### src/hw/rtl/gws_pkg.sv
// Shared constants, codes and item types of the glyph-to-word segmenter.
// No dependencies; used by the interfaces and all modules.
package gws_pkg;

  localparam int COORD_BITS = 16;
  localparam int COUNT_BITS = 8;
  localparam int FONT_BITS  = 12;
  localparam int ROT_BITS   = 2;
  localparam int QBITS      = 8;
  localparam int BS_W       = 8;
  localparam int RATIO_W    = 9;
  localparam int ADDR_W     = 3;
  localparam int DATA_W     = 32;

  localparam int GAP_W   = COORD_BITS + 1;
  localparam int LIM_W   = BS_W + FONT_BITS;
  localparam int PROD_W  = COORD_BITS + RATIO_W;
  localparam int CMP_W   = (COORD_BITS + QBITS > LIM_W) ? COORD_BITS + QBITS : LIM_W;

  localparam logic [BS_W-1:0]       BREAK_SPACE_RESET   = BS_W'(38);
  localparam logic [RATIO_W-1:0]    OVERLAP_RATIO_RESET = RATIO_W'(128);
  localparam logic [COUNT_BITS-1:0] COUNT_MAX           = {COUNT_BITS{1'b1}};

  localparam logic CMD_GLYPH = 1'b0;
  localparam logic CMD_FLUSH = 1'b1;

  typedef enum logic {
    REG_BREAK_SPACE   = 1'b0,
    REG_OVERLAP_RATIO = 1'b1
  } reg_idx_t;

  typedef struct packed {
    logic                  command;
    logic [COORD_BITS-1:0] min_x;
    logic [COORD_BITS-1:0] min_y;
    logic [COORD_BITS-1:0] max_x;
    logic [COORD_BITS-1:0] max_y;
    logic [FONT_BITS-1:0]  font_size;
    logic                  writing_mode;
    logic [ROT_BITS-1:0]   rotation;
    logic                  is_diacritic;
  } glyph_t;

  typedef struct packed {
    logic [COORD_BITS-1:0] min_x;
    logic [COORD_BITS-1:0] min_y;
    logic [COORD_BITS-1:0] max_x;
    logic [COORD_BITS-1:0] max_y;
    logic [FONT_BITS-1:0]  font_size;
    logic                  writing_mode;
    logic [ROT_BITS-1:0]   rotation;
    logic [COUNT_BITS-1:0] count;
  } word_t;

endpackage

### src/hw/rtl/gws_glyph_if.sv
// Glyph input channel: valid/ready handshake plus one glyph item.
// Depends on gws_pkg.
interface gws_glyph_if;
  import gws_pkg::*;

  logic                  valid;
  logic                  ready;
  logic                  command;
  logic [COORD_BITS-1:0] min_x;
  logic [COORD_BITS-1:0] min_y;
  logic [COORD_BITS-1:0] max_x;
  logic [COORD_BITS-1:0] max_y;
  logic [FONT_BITS-1:0]  font_size;
  logic                  writing_mode;
  logic [ROT_BITS-1:0]   rotation;
  logic                  is_diacritic;

  modport source (
    output valid, command, min_x, min_y, max_x, max_y, font_size,
           writing_mode, rotation, is_diacritic,
    input  ready
  );

  modport sink (
    input  valid, command, min_x, min_y, max_x, max_y, font_size,
           writing_mode, rotation, is_diacritic,
    output ready
  );
endinterface

### src/hw/rtl/gws_word_if.sv
// Word output channel: valid/ready handshake plus one closed word item.
// Depends on gws_pkg.
interface gws_word_if;
  import gws_pkg::*;

  logic                  valid;
  logic                  ready;
  logic [COORD_BITS-1:0] word_min_x;
  logic [COORD_BITS-1:0] word_min_y;
  logic [COORD_BITS-1:0] word_max_x;
  logic [COORD_BITS-1:0] word_max_y;
  logic [FONT_BITS-1:0]  word_font_size;
  logic                  word_writing_mode;
  logic [ROT_BITS-1:0]   word_rotation;
  logic [COUNT_BITS-1:0] glyph_count;

  modport source (
    output valid, word_min_x, word_min_y, word_max_x, word_max_y, word_font_size,
           word_writing_mode, word_rotation, glyph_count,
    input  ready
  );

  modport sink (
    input  valid, word_min_x, word_min_y, word_max_x, word_max_y, word_font_size,
           word_writing_mode, word_rotation, glyph_count,
    output ready
  );
endinterface

### src/hw/rtl/gws_break_unit.sv
// Word-break decision for one glyph against the open word: mode/rotation
// change, overlap ratio across the line, gap along the line. Depends on gws_pkg.
module gws_break_unit (
  input  gws_pkg::glyph_t             glyph,
  input  gws_pkg::word_t              word_box,
  input  logic [gws_pkg::BS_W-1:0]    break_space_q8,
  input  logic [gws_pkg::RATIO_W-1:0] overlap_ratio_q8,
  output logic                        brk
);
  import gws_pkg::*;

  logic [COORD_BITS-1:0] al_g0, al_g1, al_w0, al_w1;
  logic [COORD_BITS-1:0] ac_g0, ac_g1, ac_w0, ac_w1;
  logic [COORD_BITS-1:0] span_hi, span_lo, overlap;
  logic signed [GAP_W-1:0] gap_a, gap_b, ovl_raw, h_word, h_glyph;
  logic [LIM_W-1:0]  limit;
  logic [PROD_W-1:0] ovl_scaled, rhs_word, rhs_glyph;
  logic gap_a_brk, gap_b_brk, under_word, under_glyph, style_brk;

  always_comb begin
    if (glyph.rotation[0]) begin
      al_g0 = glyph.min_y;    al_g1 = glyph.max_y;
      al_w0 = word_box.min_y; al_w1 = word_box.max_y;
      ac_g0 = glyph.min_x;    ac_g1 = glyph.max_x;
      ac_w0 = word_box.min_x; ac_w1 = word_box.max_x;
    end else begin
      al_g0 = glyph.min_x;    al_g1 = glyph.max_x;
      al_w0 = word_box.min_x; al_w1 = word_box.max_x;
      ac_g0 = glyph.min_y;    ac_g1 = glyph.max_y;
      ac_w0 = word_box.min_y; ac_w1 = word_box.max_y;
    end
  end

  assign gap_a = signed'({1'b0, al_g0}) - signed'({1'b0, al_w1});
  assign gap_b = signed'({1'b0, al_w0}) - signed'({1'b0, al_g1});

  assign span_hi = (ac_w1 < ac_g1) ? ac_w1 : ac_g1;
  assign span_lo = (ac_w0 > ac_g0) ? ac_w0 : ac_g0;
  assign ovl_raw = signed'({1'b0, span_hi}) - signed'({1'b0, span_lo});
  assign overlap = ovl_raw[GAP_W-1] ? '0 : ovl_raw[COORD_BITS-1:0];

  assign h_word  = signed'({1'b0, ac_w1}) - signed'({1'b0, ac_w0});
  assign h_glyph = signed'({1'b0, ac_g1}) - signed'({1'b0, ac_g0});

  assign ovl_scaled = PROD_W'({overlap, {QBITS{1'b0}}});
  assign rhs_word   = PROD_W'(overlap_ratio_q8) * PROD_W'(h_word[COORD_BITS-1:0]);
  assign rhs_glyph  = PROD_W'(overlap_ratio_q8) * PROD_W'(h_glyph[COORD_BITS-1:0]);

  assign under_word  = (h_word[GAP_W-1] || h_word == '0) ? (overlap_ratio_q8 != '0)
                                                         : (ovl_scaled < rhs_word);
  assign under_glyph = (h_glyph[GAP_W-1] || h_glyph == '0) ? (overlap_ratio_q8 != '0)
                                                           : (ovl_scaled < rhs_glyph);

  assign limit = LIM_W'(break_space_q8) * LIM_W'(word_box.font_size);

  assign gap_a_brk = !gap_a[GAP_W-1] &&
                     (CMP_W'({gap_a[COORD_BITS-1:0], {QBITS{1'b0}}}) > CMP_W'(limit));
  assign gap_b_brk = !gap_b[GAP_W-1] &&
                     (CMP_W'({gap_b[COORD_BITS-1:0], {QBITS{1'b0}}}) > CMP_W'(limit));

  assign style_brk = (glyph.writing_mode != word_box.writing_mode) ||
                     (glyph.rotation != word_box.rotation);

  assign brk = style_brk || (under_word && under_glyph) || gap_a_brk || gap_b_brk;

endmodule

### src/hw/rtl/glyph_to_word_segmenter.sv
// Glyph-to-word segmenter top level: channels, register port, word state.
// Depends on gws_pkg, gws_glyph_if, gws_word_if and gws_break_unit.
//
// Usage:
//   glyph  : glyph items in extraction order; command selects glyph or
//            end-of-page flush. Diacritic glyph items are dropped.
//   word   : one item per closed word (box, largest font, mode, rotation,
//            saturating glyph count). A word closes when a glyph breaks it
//            or on a flush; a flush with no open word gives nothing.
//   APB    : break_space_q8 at 0x0, overlap_ratio_q8 at 0x4; write only
//            while idle. Reads return the register value, pready is tied high.
// Throughput: one item per cycle while the word sink keeps up. Each item
//   sits in the input register, then one compare/multiply pass against the
//   word state loads the result register; a closed word shows on the word
//   channel once the item that closed it has passed the input register.
// Reset: no word open, registers at 38 and 128, both channels empty.
// Stall: the result register holds; the input register takes one more item,
//   then glyph.ready drops until the word sink takes the result.
module glyph_to_word_segmenter (
  input  logic                       clk,
  input  logic                       rst,
  input  logic                       psel,
  input  logic                       penable,
  input  logic                       pwrite,
  input  logic [gws_pkg::ADDR_W-1:0] paddr,
  input  logic [gws_pkg::DATA_W-1:0] pwdata,
  output logic [gws_pkg::DATA_W-1:0] prdata,
  output logic                       pready,
  gws_glyph_if.sink                  glyph,
  gws_word_if.source                 word
);
  import gws_pkg::*;

  logic [BS_W-1:0]    break_space_q8;
  logic [RATIO_W-1:0] overlap_ratio_q8;

  glyph_t s1_glyph;
  logic   s1_valid;
  logic   s1_adv;

  word_t  word_box, word_box_next;
  logic   word_open, word_open_next;
  word_t  res;
  logic   res_valid;
  logic   emit;
  logic   brk;
  reg_idx_t reg_idx;

  assign pready  = 1'b1;
  assign reg_idx = reg_idx_t'(paddr[ADDR_W-1]);

  always_comb begin
    unique case (reg_idx)
      REG_BREAK_SPACE:   prdata = DATA_W'(break_space_q8);
      REG_OVERLAP_RATIO: prdata = DATA_W'(overlap_ratio_q8);
      default:           prdata = '0;
    endcase
  end

  assign s1_adv      = s1_valid && (!res_valid || word.ready);
  assign glyph.ready = !s1_valid || s1_adv;

  gws_break_unit u_break (
    .glyph            (s1_glyph),
    .word_box         (word_box),
    .break_space_q8   (break_space_q8),
    .overlap_ratio_q8 (overlap_ratio_q8),
    .brk              (brk)
  );

  always_comb begin
    emit           = 1'b0;
    word_open_next = word_open;
    word_box_next  = word_box;
    if (s1_glyph.command == CMD_FLUSH) begin
      if (word_open) begin
        emit           = 1'b1;
        word_open_next = 1'b0;
      end
    end else if (!s1_glyph.is_diacritic) begin
      if (!word_open || brk) begin
        emit                       = word_open;
        word_open_next             = 1'b1;
        word_box_next.min_x        = s1_glyph.min_x;
        word_box_next.min_y        = s1_glyph.min_y;
        word_box_next.max_x        = s1_glyph.max_x;
        word_box_next.max_y        = s1_glyph.max_y;
        word_box_next.font_size    = s1_glyph.font_size;
        word_box_next.writing_mode = s1_glyph.writing_mode;
        word_box_next.rotation     = s1_glyph.rotation;
        word_box_next.count        = COUNT_BITS'(1);
      end else begin
        if (s1_glyph.min_x < word_box.min_x) word_box_next.min_x = s1_glyph.min_x;
        if (s1_glyph.min_y < word_box.min_y) word_box_next.min_y = s1_glyph.min_y;
        if (s1_glyph.max_x > word_box.max_x) word_box_next.max_x = s1_glyph.max_x;
        if (s1_glyph.max_y > word_box.max_y) word_box_next.max_y = s1_glyph.max_y;
        if (s1_glyph.font_size > word_box.font_size) begin
          word_box_next.font_size = s1_glyph.font_size;
        end
        if (word_box.count != COUNT_MAX) word_box_next.count = word_box.count + 1'b1;
      end
    end
  end

  always_ff @(posedge clk) begin
    if (rst) begin
      break_space_q8   <= BREAK_SPACE_RESET;
      overlap_ratio_q8 <= OVERLAP_RATIO_RESET;
      s1_valid         <= 1'b0;
      word_open        <= 1'b0;
      res_valid        <= 1'b0;
    end else begin
      if (psel && penable && pwrite) begin
        unique case (reg_idx)
          REG_BREAK_SPACE:   break_space_q8   <= pwdata[BS_W-1:0];
          REG_OVERLAP_RATIO: overlap_ratio_q8 <= pwdata[RATIO_W-1:0];
          default: ;
        endcase
      end
      if (glyph.ready) begin
        s1_valid <= glyph.valid;
      end
      if (s1_adv) begin
        word_open <= word_open_next;
      end
      res_valid <= (s1_adv && emit) || (res_valid && !word.ready);
    end
  end

  always_ff @(posedge clk) begin
    if (glyph.valid && glyph.ready) begin
      s1_glyph.command      <= glyph.command;
      s1_glyph.min_x        <= glyph.min_x;
      s1_glyph.min_y        <= glyph.min_y;
      s1_glyph.max_x        <= glyph.max_x;
      s1_glyph.max_y        <= glyph.max_y;
      s1_glyph.font_size    <= glyph.font_size;
      s1_glyph.writing_mode <= glyph.writing_mode;
      s1_glyph.rotation     <= glyph.rotation;
      s1_glyph.is_diacritic <= glyph.is_diacritic;
    end
    if (s1_adv) begin
      word_box <= word_box_next;
    end
    if (s1_adv && emit) begin
      res <= word_box;
    end
  end

  assign word.valid             = res_valid;
  assign word.word_min_x        = res.min_x;
  assign word.word_min_y        = res.min_y;
  assign word.word_max_x        = res.max_x;
  assign word.word_max_y        = res.max_y;
  assign word.word_font_size    = res.font_size;
  assign word.word_writing_mode = res.writing_mode;
  assign word.word_rotation     = res.rotation;
  assign word.glyph_count       = res.count;

endmodule

### src/flat_wrapper.sv
// flat-port wrapper written by rule: the top's interface ports become plain ports
module glyph_to_word_segmenter_flat import gws_pkg::*;
  (clk, rst, psel, penable, pwrite, paddr, pwdata, prdata, pready, glyph_valid, glyph_command, glyph_min_x, glyph_min_y, glyph_max_x, glyph_max_y, glyph_font_size, glyph_writing_mode, glyph_rotation, glyph_is_diacritic, glyph_ready, word_valid, word_word_min_x, word_word_min_y, word_word_max_x, word_word_max_y, word_word_font_size, word_word_writing_mode, word_word_rotation, word_glyph_count, word_ready);
  gws_glyph_if glyph_i ();
  gws_word_if word_i ();
  input  logic clk;
  input  logic rst;
  input  logic psel;
  input  logic penable;
  input  logic pwrite;
  input  logic [gws_pkg::ADDR_W-1:0] paddr;
  input  logic [gws_pkg::DATA_W-1:0] pwdata;
  output logic [gws_pkg::DATA_W-1:0] prdata;
  output logic pready;
  input wire logic [$bits(glyph_i.valid)-1:0] glyph_valid;
  input wire logic [$bits(glyph_i.command)-1:0] glyph_command;
  input wire logic [$bits(glyph_i.min_x)-1:0] glyph_min_x;
  input wire logic [$bits(glyph_i.min_y)-1:0] glyph_min_y;
  input wire logic [$bits(glyph_i.max_x)-1:0] glyph_max_x;
  input wire logic [$bits(glyph_i.max_y)-1:0] glyph_max_y;
  input wire logic [$bits(glyph_i.font_size)-1:0] glyph_font_size;
  input wire logic [$bits(glyph_i.writing_mode)-1:0] glyph_writing_mode;
  input wire logic [$bits(glyph_i.rotation)-1:0] glyph_rotation;
  input wire logic [$bits(glyph_i.is_diacritic)-1:0] glyph_is_diacritic;
  output wire logic [$bits(glyph_i.ready)-1:0] glyph_ready;
  output wire logic [$bits(word_i.valid)-1:0] word_valid;
  output wire logic [$bits(word_i.word_min_x)-1:0] word_word_min_x;
  output wire logic [$bits(word_i.word_min_y)-1:0] word_word_min_y;
  output wire logic [$bits(word_i.word_max_x)-1:0] word_word_max_x;
  output wire logic [$bits(word_i.word_max_y)-1:0] word_word_max_y;
  output wire logic [$bits(word_i.word_font_size)-1:0] word_word_font_size;
  output wire logic [$bits(word_i.word_writing_mode)-1:0] word_word_writing_mode;
  output wire logic [$bits(word_i.word_rotation)-1:0] word_word_rotation;
  output wire logic [$bits(word_i.glyph_count)-1:0] word_glyph_count;
  input wire logic [$bits(word_i.ready)-1:0] word_ready;
  assign glyph_i.valid = glyph_valid;
  assign glyph_i.command = glyph_command;
  assign glyph_i.min_x = glyph_min_x;
  assign glyph_i.min_y = glyph_min_y;
  assign glyph_i.max_x = glyph_max_x;
  assign glyph_i.max_y = glyph_max_y;
  assign glyph_i.font_size = glyph_font_size;
  assign glyph_i.writing_mode = glyph_writing_mode;
  assign glyph_i.rotation = glyph_rotation;
  assign glyph_i.is_diacritic = glyph_is_diacritic;
  assign glyph_ready = glyph_i.ready;
  assign word_valid = word_i.valid;
  assign word_word_min_x = word_i.word_min_x;
  assign word_word_min_y = word_i.word_min_y;
  assign word_word_max_x = word_i.word_max_x;
  assign word_word_max_y = word_i.word_max_y;
  assign word_word_font_size = word_i.word_font_size;
  assign word_word_writing_mode = word_i.word_writing_mode;
  assign word_word_rotation = word_i.word_rotation;
  assign word_glyph_count = word_i.glyph_count;
  assign word_i.ready = word_ready;
  glyph_to_word_segmenter u_core (.clk(clk), .rst(rst), .psel(psel), .penable(penable), .pwrite(pwrite), .paddr(paddr), .pwdata(pwdata), .prdata(prdata), .pready(pready), .glyph(glyph_i), .word(word_i));
endmodule
### config.mk
export PLATFORM = sky130hd
export DESIGN_NAME = glyph_to_word_segmenter_flat
export DESIGN_NICKNAME = d
export VERILOG_FILES = /design/src/hw/rtl/gws_pkg.sv /design/src/hw/rtl/gws_glyph_if.sv /design/src/hw/rtl/gws_word_if.sv /design/src/hw/rtl/gws_break_unit.sv /design/src/hw/rtl/glyph_to_word_segmenter.sv /design/src/flat_wrapper.sv
export SDC_FILE = /design/constraint.sdc
export NUM_CORES = 2
export LEC_CHECK = 0
export BUFFER_PORTS_ARGS = -buffer_cell sky130_fd_sc_hd__clkbuf_2
export CORE_MARGIN = 3
export CORE_UTILIZATION = 50
export DETAILED_ROUTE_END_ITERATION = 8
export HOLD_SLACK_MARGIN = 0.12
export MAX_ROUTING_LAYER = met4
export PLACE_DENSITY = 0.68
export SLEW_MARGIN = 20
export SYNTH_ARGS = -nofsm -noshare
export SYNTH_HDL_FRONTEND = slang
export SYNTH_SLANG_ARGS = --single-unit
### constraint.sdc
create_clock -name clk -period 14.5 [get_ports clk]
set_input_delay 2.9 -clock clk [delete_from_list [all_inputs] [get_ports clk]]
set_output_delay 2.9 -clock clk [all_outputs]
set_load 0.01 [all_outputs]
---- Word level (Yosys, flattened, before mapping) ----
Cells that the tools add are included.
storage, ports and cells
  output and inout port bits .............. 122
  latch bits .............................. 0
  bits in registers ....................... 275
  word-level logic and storage cells ...... 130
  ROM bits ................................ 0
  bits in writable memories ............... 0
  input port bits ......................... 123
  memories ................................ 0
cells by class
  bitwise operators ....................... 3
  $add $sub $neg .......................... 6
  order comparisons ....................... 11
  shift operators ......................... 0
  equal/unequal tests ..................... 4
  reductions and logical operators ........ 45
  muxes and demuxes ....................... 28
  div/mod/pow operators ................... 0
  $mul .................................... 3
operators with widths
  operator                                      count
  2-to-1 mux 16 bit                             15
  subtractor 16 x 16 -> 17 bit                  5
  2-to-1 mux 76 bit                             1
  case mux 32 bit (2 select lines)              1
  less-than comparator 24 x 25 -> 1 bit         2
  multiplier 9 x 16 -> 25 bit                   2
  greater-than comparator 16 bit                3
  greater-than comparator 24 x 20 -> 1 bit      2
  less-than comparator 16 bit                   3
  logical NOT 17 bit                            2
  AND reduction 4 bit                           7
  multiplier 8 x 12 -> 20 bit                   1
  nonzero test 2 bit                            7
  greater-than comparator 12 bit                1
  2-to-1 mux 12 bit                             1
  logical OR 1 bit                              10
  logical AND 1 bit                             9
  2-to-1 mux 1 bit                              9
  nonzero test 9 bit                            1
  adder 8 x 1 -> 8 bit, second input constant   1
  2-to-1 mux 8 bit                              1
  inequality test 8 bit, second input constant  1
  logical NOT 1 bit                             6
  AND reduction 2 bit                           2
  5 further kinds                               7

---- Depth between registers and ports, before layout ----
  depth after elaboration ................. 17
  gate-level depth with buffers ........... 45
  gate-level depth less buffers ........... 40

---- Cells and area by module ----
From an unflattened synthesis, not the netlist that was laid out.
second synthesis, totals
  cell total of the unflattened synthesis .. 3033
  area total of the unflattened synthesis .. 30127.6 um2
modules (own cells, without submodules)
  module                   area each (um2)  times used  cells an instance  sequential area each (um2)
  gws_break_unit           19374.8          1           2356               0.0
  glyph_to_word_segmenter  10752.8          1           677                8057.7

---- Least setup slack after synthesis ----
OpenSTA, ideal clock, no wires.
  path kind ............................... reg-to-reg
  start point ............................. register u_core.s1_glyph[1] (netlist bit)
  end point ............................... register u_core.res, in the netlist u_core.word.glyph_count[0] (enable)
  period minus slack after synthesis ...... 11.539 ns
  library setup time ...................... 0.843 ns
  buffers on the path ..................... 5
  required time ........................... 13.657 ns
  arrival ................................. 10.696 ns
  slack ................................... 2.961 ns
  cell stages (with the launch flop) ...... 43
  cell sequence ........................... edfxtp_1 clkbuf_1 clkbuf_1 clkbuf_1 mux2i_1 inv_1 ha_1 inv_1 fa_1 a211oi_2 o21ai_2 a2111oi_2 or3_4 nand4b_1 and3_1 clkbuf_1 nand2_1 fa_1 (+7 left out) a21o_1 a21o_1 a21oi_1 o22ai_1 or2_2 o21a_1 o21ai_0 nand2b_1 xnor2_1 ha_1 nand4_1 a2111oi_0 o22ai_1 or4b_1 a311o_1 buf_6 nand3_1 nand2_1
between the ends
  word-level cells in the longest chain between the ends .. 16
  elaborated cells on any way between the ends .. 45
  classes of those cells .................. add/sub (5); mul (2); order compare (6); eq/ne (1); mux (16); reduce/logical (15)
ends and longest elaborated chain
  what                                                                  line                            text
  from (decl)                                                           glyph_to_word_segmenter.sv:37   glyph_t s1_glyph;
  branches (longest 10 deep; another with multiplier 9 x 16 -> 25 bit)  -
  logical OR 1 bit *                                                    gws_break_unit.sv:64            assign brk = style_brk || (under_word && under_glyph) || gap_a_brk || gap_b_brk;
  logical OR 1 bit *                                                    glyph_to_word_segmenter.sv:81   if (!word_open || brk) begin
  2-to-1 mux 1 bit *                                                    glyph_to_word_segmenter.sv:81
  2-to-1 mux 1 bit *                                                    glyph_to_word_segmenter.sv:80   end else if (!s1_glyph.is_diacritic) begin
  2-to-1 mux 1 bit *                                                    glyph_to_word_segmenter.sv:75   if (s1_glyph.command == CMD_FLUSH) begin
  logical AND 1 bit *                                                   glyph_to_word_segmenter.sv:145  if (s1_adv && emit) begin
  to (signal assigned)                                                  glyph_to_word_segmenter.sv:146  res <= word_box;
  to (decl)                                                             glyph_to_word_segmenter.sv:43   word_t res;
Every way passes the cells marked *.
A chain may end at the register's enable or synchronous reset.

---- Final worst setup path ----
  start point ............................. register u_core.s1_glyph[1] (netlist bit)
  end point ............................... register u_core.res, in the netlist u_core.word.word_min_y[13] (enable)
Same word-level chain as after synthesis.

==> reports/results.ini <==
[run_status]
status = complete, no violations

[synth]
synth_cell_type_count = 83
synthFlopType = edfxtp_1
ys_seq_area_frac = 0.269
synthTopCellsByArea = edfxtp_1 26%, fa_1 18%, ha_1 16%, inv_1 5.7%, and2_1 4.3%
synth_commonest_cells = 456 x inv_1, 372 x ha_1, 265 x nand2_1, 263 x fa_1, 255 x edfxtp_1
synth_top_cell_by_area = edfxtp_1
syn_area_um2 = 30000
syn_avg_cell_area_um2 = 9.90
synth_edf_count = 255
synth_most_common_cell = inv_1
async_flop_share = 0
synth_top_area_frac = 0.255
synth.ff_latch_count = 275
ys_warn_count = 0
synthCells = 3028

[clock_tree]
clock_latency_ns = 0.57
root_buffer = clkbuf_16
h-tree-depth = 1
cts.clk_slew.worst_paths_ns = 0.07
clk_path_buf_depth = 3
cts_tree = built
cts.sinks = 275
cts.repair.resized = 0
cts_inserted_buffers = 30
post-cts-setup-buffers = 0
ctsHoldBuffers = 0

[critical_path]
critPathSlowestCell = edfxtp_1
max_stage_delay_ns = 0.94
cp.required_ns = 14.70
start_kind = flip-flop
critPathCaptureType = flip-flop
crit_path_max_fanout = 51
cp.arrival_ns = 12.52
critical_path_class = reg2reg

[min_path]
hp-class = reg2reg

[floorplan]
core_area_um2 = 59100
ios = 245
rows = 89
die_area_um2 = 62900
start_util = 0.507
chipWidth_um = 251
die_h_um = 251

[pwr]
total_leakage_power_nw = 15.6
pwr-share-comb = 0.488
ir_drop_uv = 103
swShare = 0.398
switching_power_mw = 1.33
pwr-share-seq = 0.277
total_power_mw = 3.35
clockPowerShare = 0.235
p_int_mw = 2.01
power_density_nw_per_um2 = 102

[drt]
num_vias = 22688
antenna_left = 0
drc = 0
drt_pass1_iterations = 6
routedWlPerCell_um = 20.5
via_per_inst = 5.68
drt_iter0_markers = 1605
wl_mm = 82.0

[timing]
finalHoldViolCount = 0
finalCritPeriodShare = 0.850
worst_pin_slew_ns = 1.10
min_period_ns = 12.32
clock_skew_ns = 0.0184
setup-tns-final_ns = 0
relSlewSlack = 0.264
drv_slew = 0
fmax_mhz = 81.2
setup_viol = 0
rsz0062_at_grt = false

[flow_run]
maxCapViolations = 0

[placed_design]
post-place-cells = 3938
port_buffers = 195
routabilityCongestion = 0.975
dpl.hpwl_mm = 66.4

[global_route]
grt.overflow.total = 0
grt_pass1_vias = 23709
grt_max_degree = 100
antenna_found_initial = 0
grt_pass1_wl_mm = 131
grt_util_all_layers = 0.271

[layout]
antenna-diode-count = 0
fin_cells = 3992
multi_input_area_um2 = 19900
regArea_um2 = 8060
syn2layout_area_growth_pct = 9.34
drive_gt1_frac = 0.112
fin_nets = 3955
fillers = 5212

-- state kept, by name (all words and copies together) (netlist names) --
signal,cells
u_core.break_space_q8,8
u_core.word.glyph_count,8
u_core.word.word_max_y,16
u_core.word_open,1
u_core.word.valid,1
u_core.word.word_min_y,16
u_core.overlap_ratio_q8,9
u_core.s1_glyph,81
u_core.s1_valid,1
u_core.word.word_min_x,16
u_core.word.word_font_size,12
u_core.word_box,87
u_core.word.word_max_x,16
u_core.word.word_writing_mode,1
u_core.word.word_rotation,2
-- cell type report --
class | instances | share of cell area
Tap cell | 773 | 0.0295
Timing Repair Buffer | 220 | 0.0359
Clock inverter | 20 | 0.00695
Multi-Input combinational cell | 2214 | 0.606
Inverter | 456 | 0.0522
Sequential cell | 275 | 0.246
Clock buffer | 34 | 0.0240
-- cells by family after synthesis --
group           count (synthesis)  synth area share
buf+inv                       561            0.0735
other cells                     2          0.000250
xor+xnor                      110            0.0326
fa+ha+maj                     635             0.331
compound gates                502             0.109
simple gates                  815             0.140
mux                           128            0.0451
flops                         275             0.269
-- critical path: cells and delay by family, from the launching register on --
family          cells  cell delay [ns]
buf+inv             6             1.58
simple gates        8             1.93
fa+ha+maj           7             2.94
xor+xnor            2             1.02
compound gates     11             2.99
flops               1             0.94
mux                 1             0.38
-- per-stage QoR --
step                      hold WS [ns]  setup WS [ns]  cell area [µm²]  utilization
after floorplan                  0.424           2.96            30100            -
after global placement           0.438           2.41            31700        0.537
after detailed placement         0.435           2.22            31800        0.537
after CTS                        0.449           2.12            32800        0.554
after global routing             0.462           1.36            32800        0.554
final                            0.447           2.18            32800        0.554
-- placed cells by master, fill, tap and decap left out, types with 7 or more instances in the layout --
cell	n
o21ai_0	120
a31oi_1	14
nand2b_1	32
and2_1	206
nor2b_1	50
o21a_1	34
conb_1	24
edfxtp_1	255
or2_2	11
nor4_1	10
o21bai_1	14
nand4_1	29
xor2_1	47
o211ai_1	14
nor2_1	93
nand3_1	25
clkbuf_16	31
xnor2_1	60
ha_1	372
or3_1	14
nand2_1	264
and3_1	16
a21oi_1	121
inv_1	456
mux2_2	58
buf_4	24
a211oi_1	17
fa_1	263
mux2i_1	70
dfxtp_1	20
clkbuf_2	195
a21o_1	77
o2111ai_1	8
nor3_1	35
o31ai_1	9
nand3b_1	7
-- path summary, 6_finish.rpt --
path,from,to,slack [ns],cells after the start
max,u_core.s1_glyph[1]$_DFFE_PP_,u_core.word.word_min_y[13]$_DFFE_PP_,2.18,35
min,u_core.s1_glyph[4]$_DFFE_PP_,u_core.word_box[11]$_DFFE_PP_,0.45,0
max reg2reg,u_core.s1_glyph[1]$_DFFE_PP_,u_core.word.word_min_y[13]$_DFFE_PP_,2.18,35
min reg2reg,u_core.s1_glyph[4]$_DFFE_PP_,u_core.word_box[11]$_DFFE_PP_,0.45,0
-- layer usage --
| metal | global-route usage | vias to the layer above | part of all wire |
|---|---|---|---|
| met4 | 0.0736 | 0 | 0.030 |
| met3 | 0.0240 | 153 | 0.055 |
| met2 | 0.443 | 702 | 0.47 |
| met5 | - | - | 0 |
| met1 | 0.365 | 11273 | 0.44 |
| li1 | - | 10560 | - |
-- power by group through the flow --
| stage | Clock, mW | Combinational (mW) | Sequential [mW] |
|---|---|---|---|
| after floorplan | 0 | 1.18 | 0.928 |
| after global placement | 0 | 1.55 | 0.942 |
| after detailed placement | 0 | 1.61 | 0.943 |
| after CTS | 0.798 | 1.63 | 0.927 |
| after global routing | 0.839 | 1.84 | 0.930 |
| final | 0.786 | 1.63 | 0.928 |
Note: power is estimated with default switching activity, not from simulation.
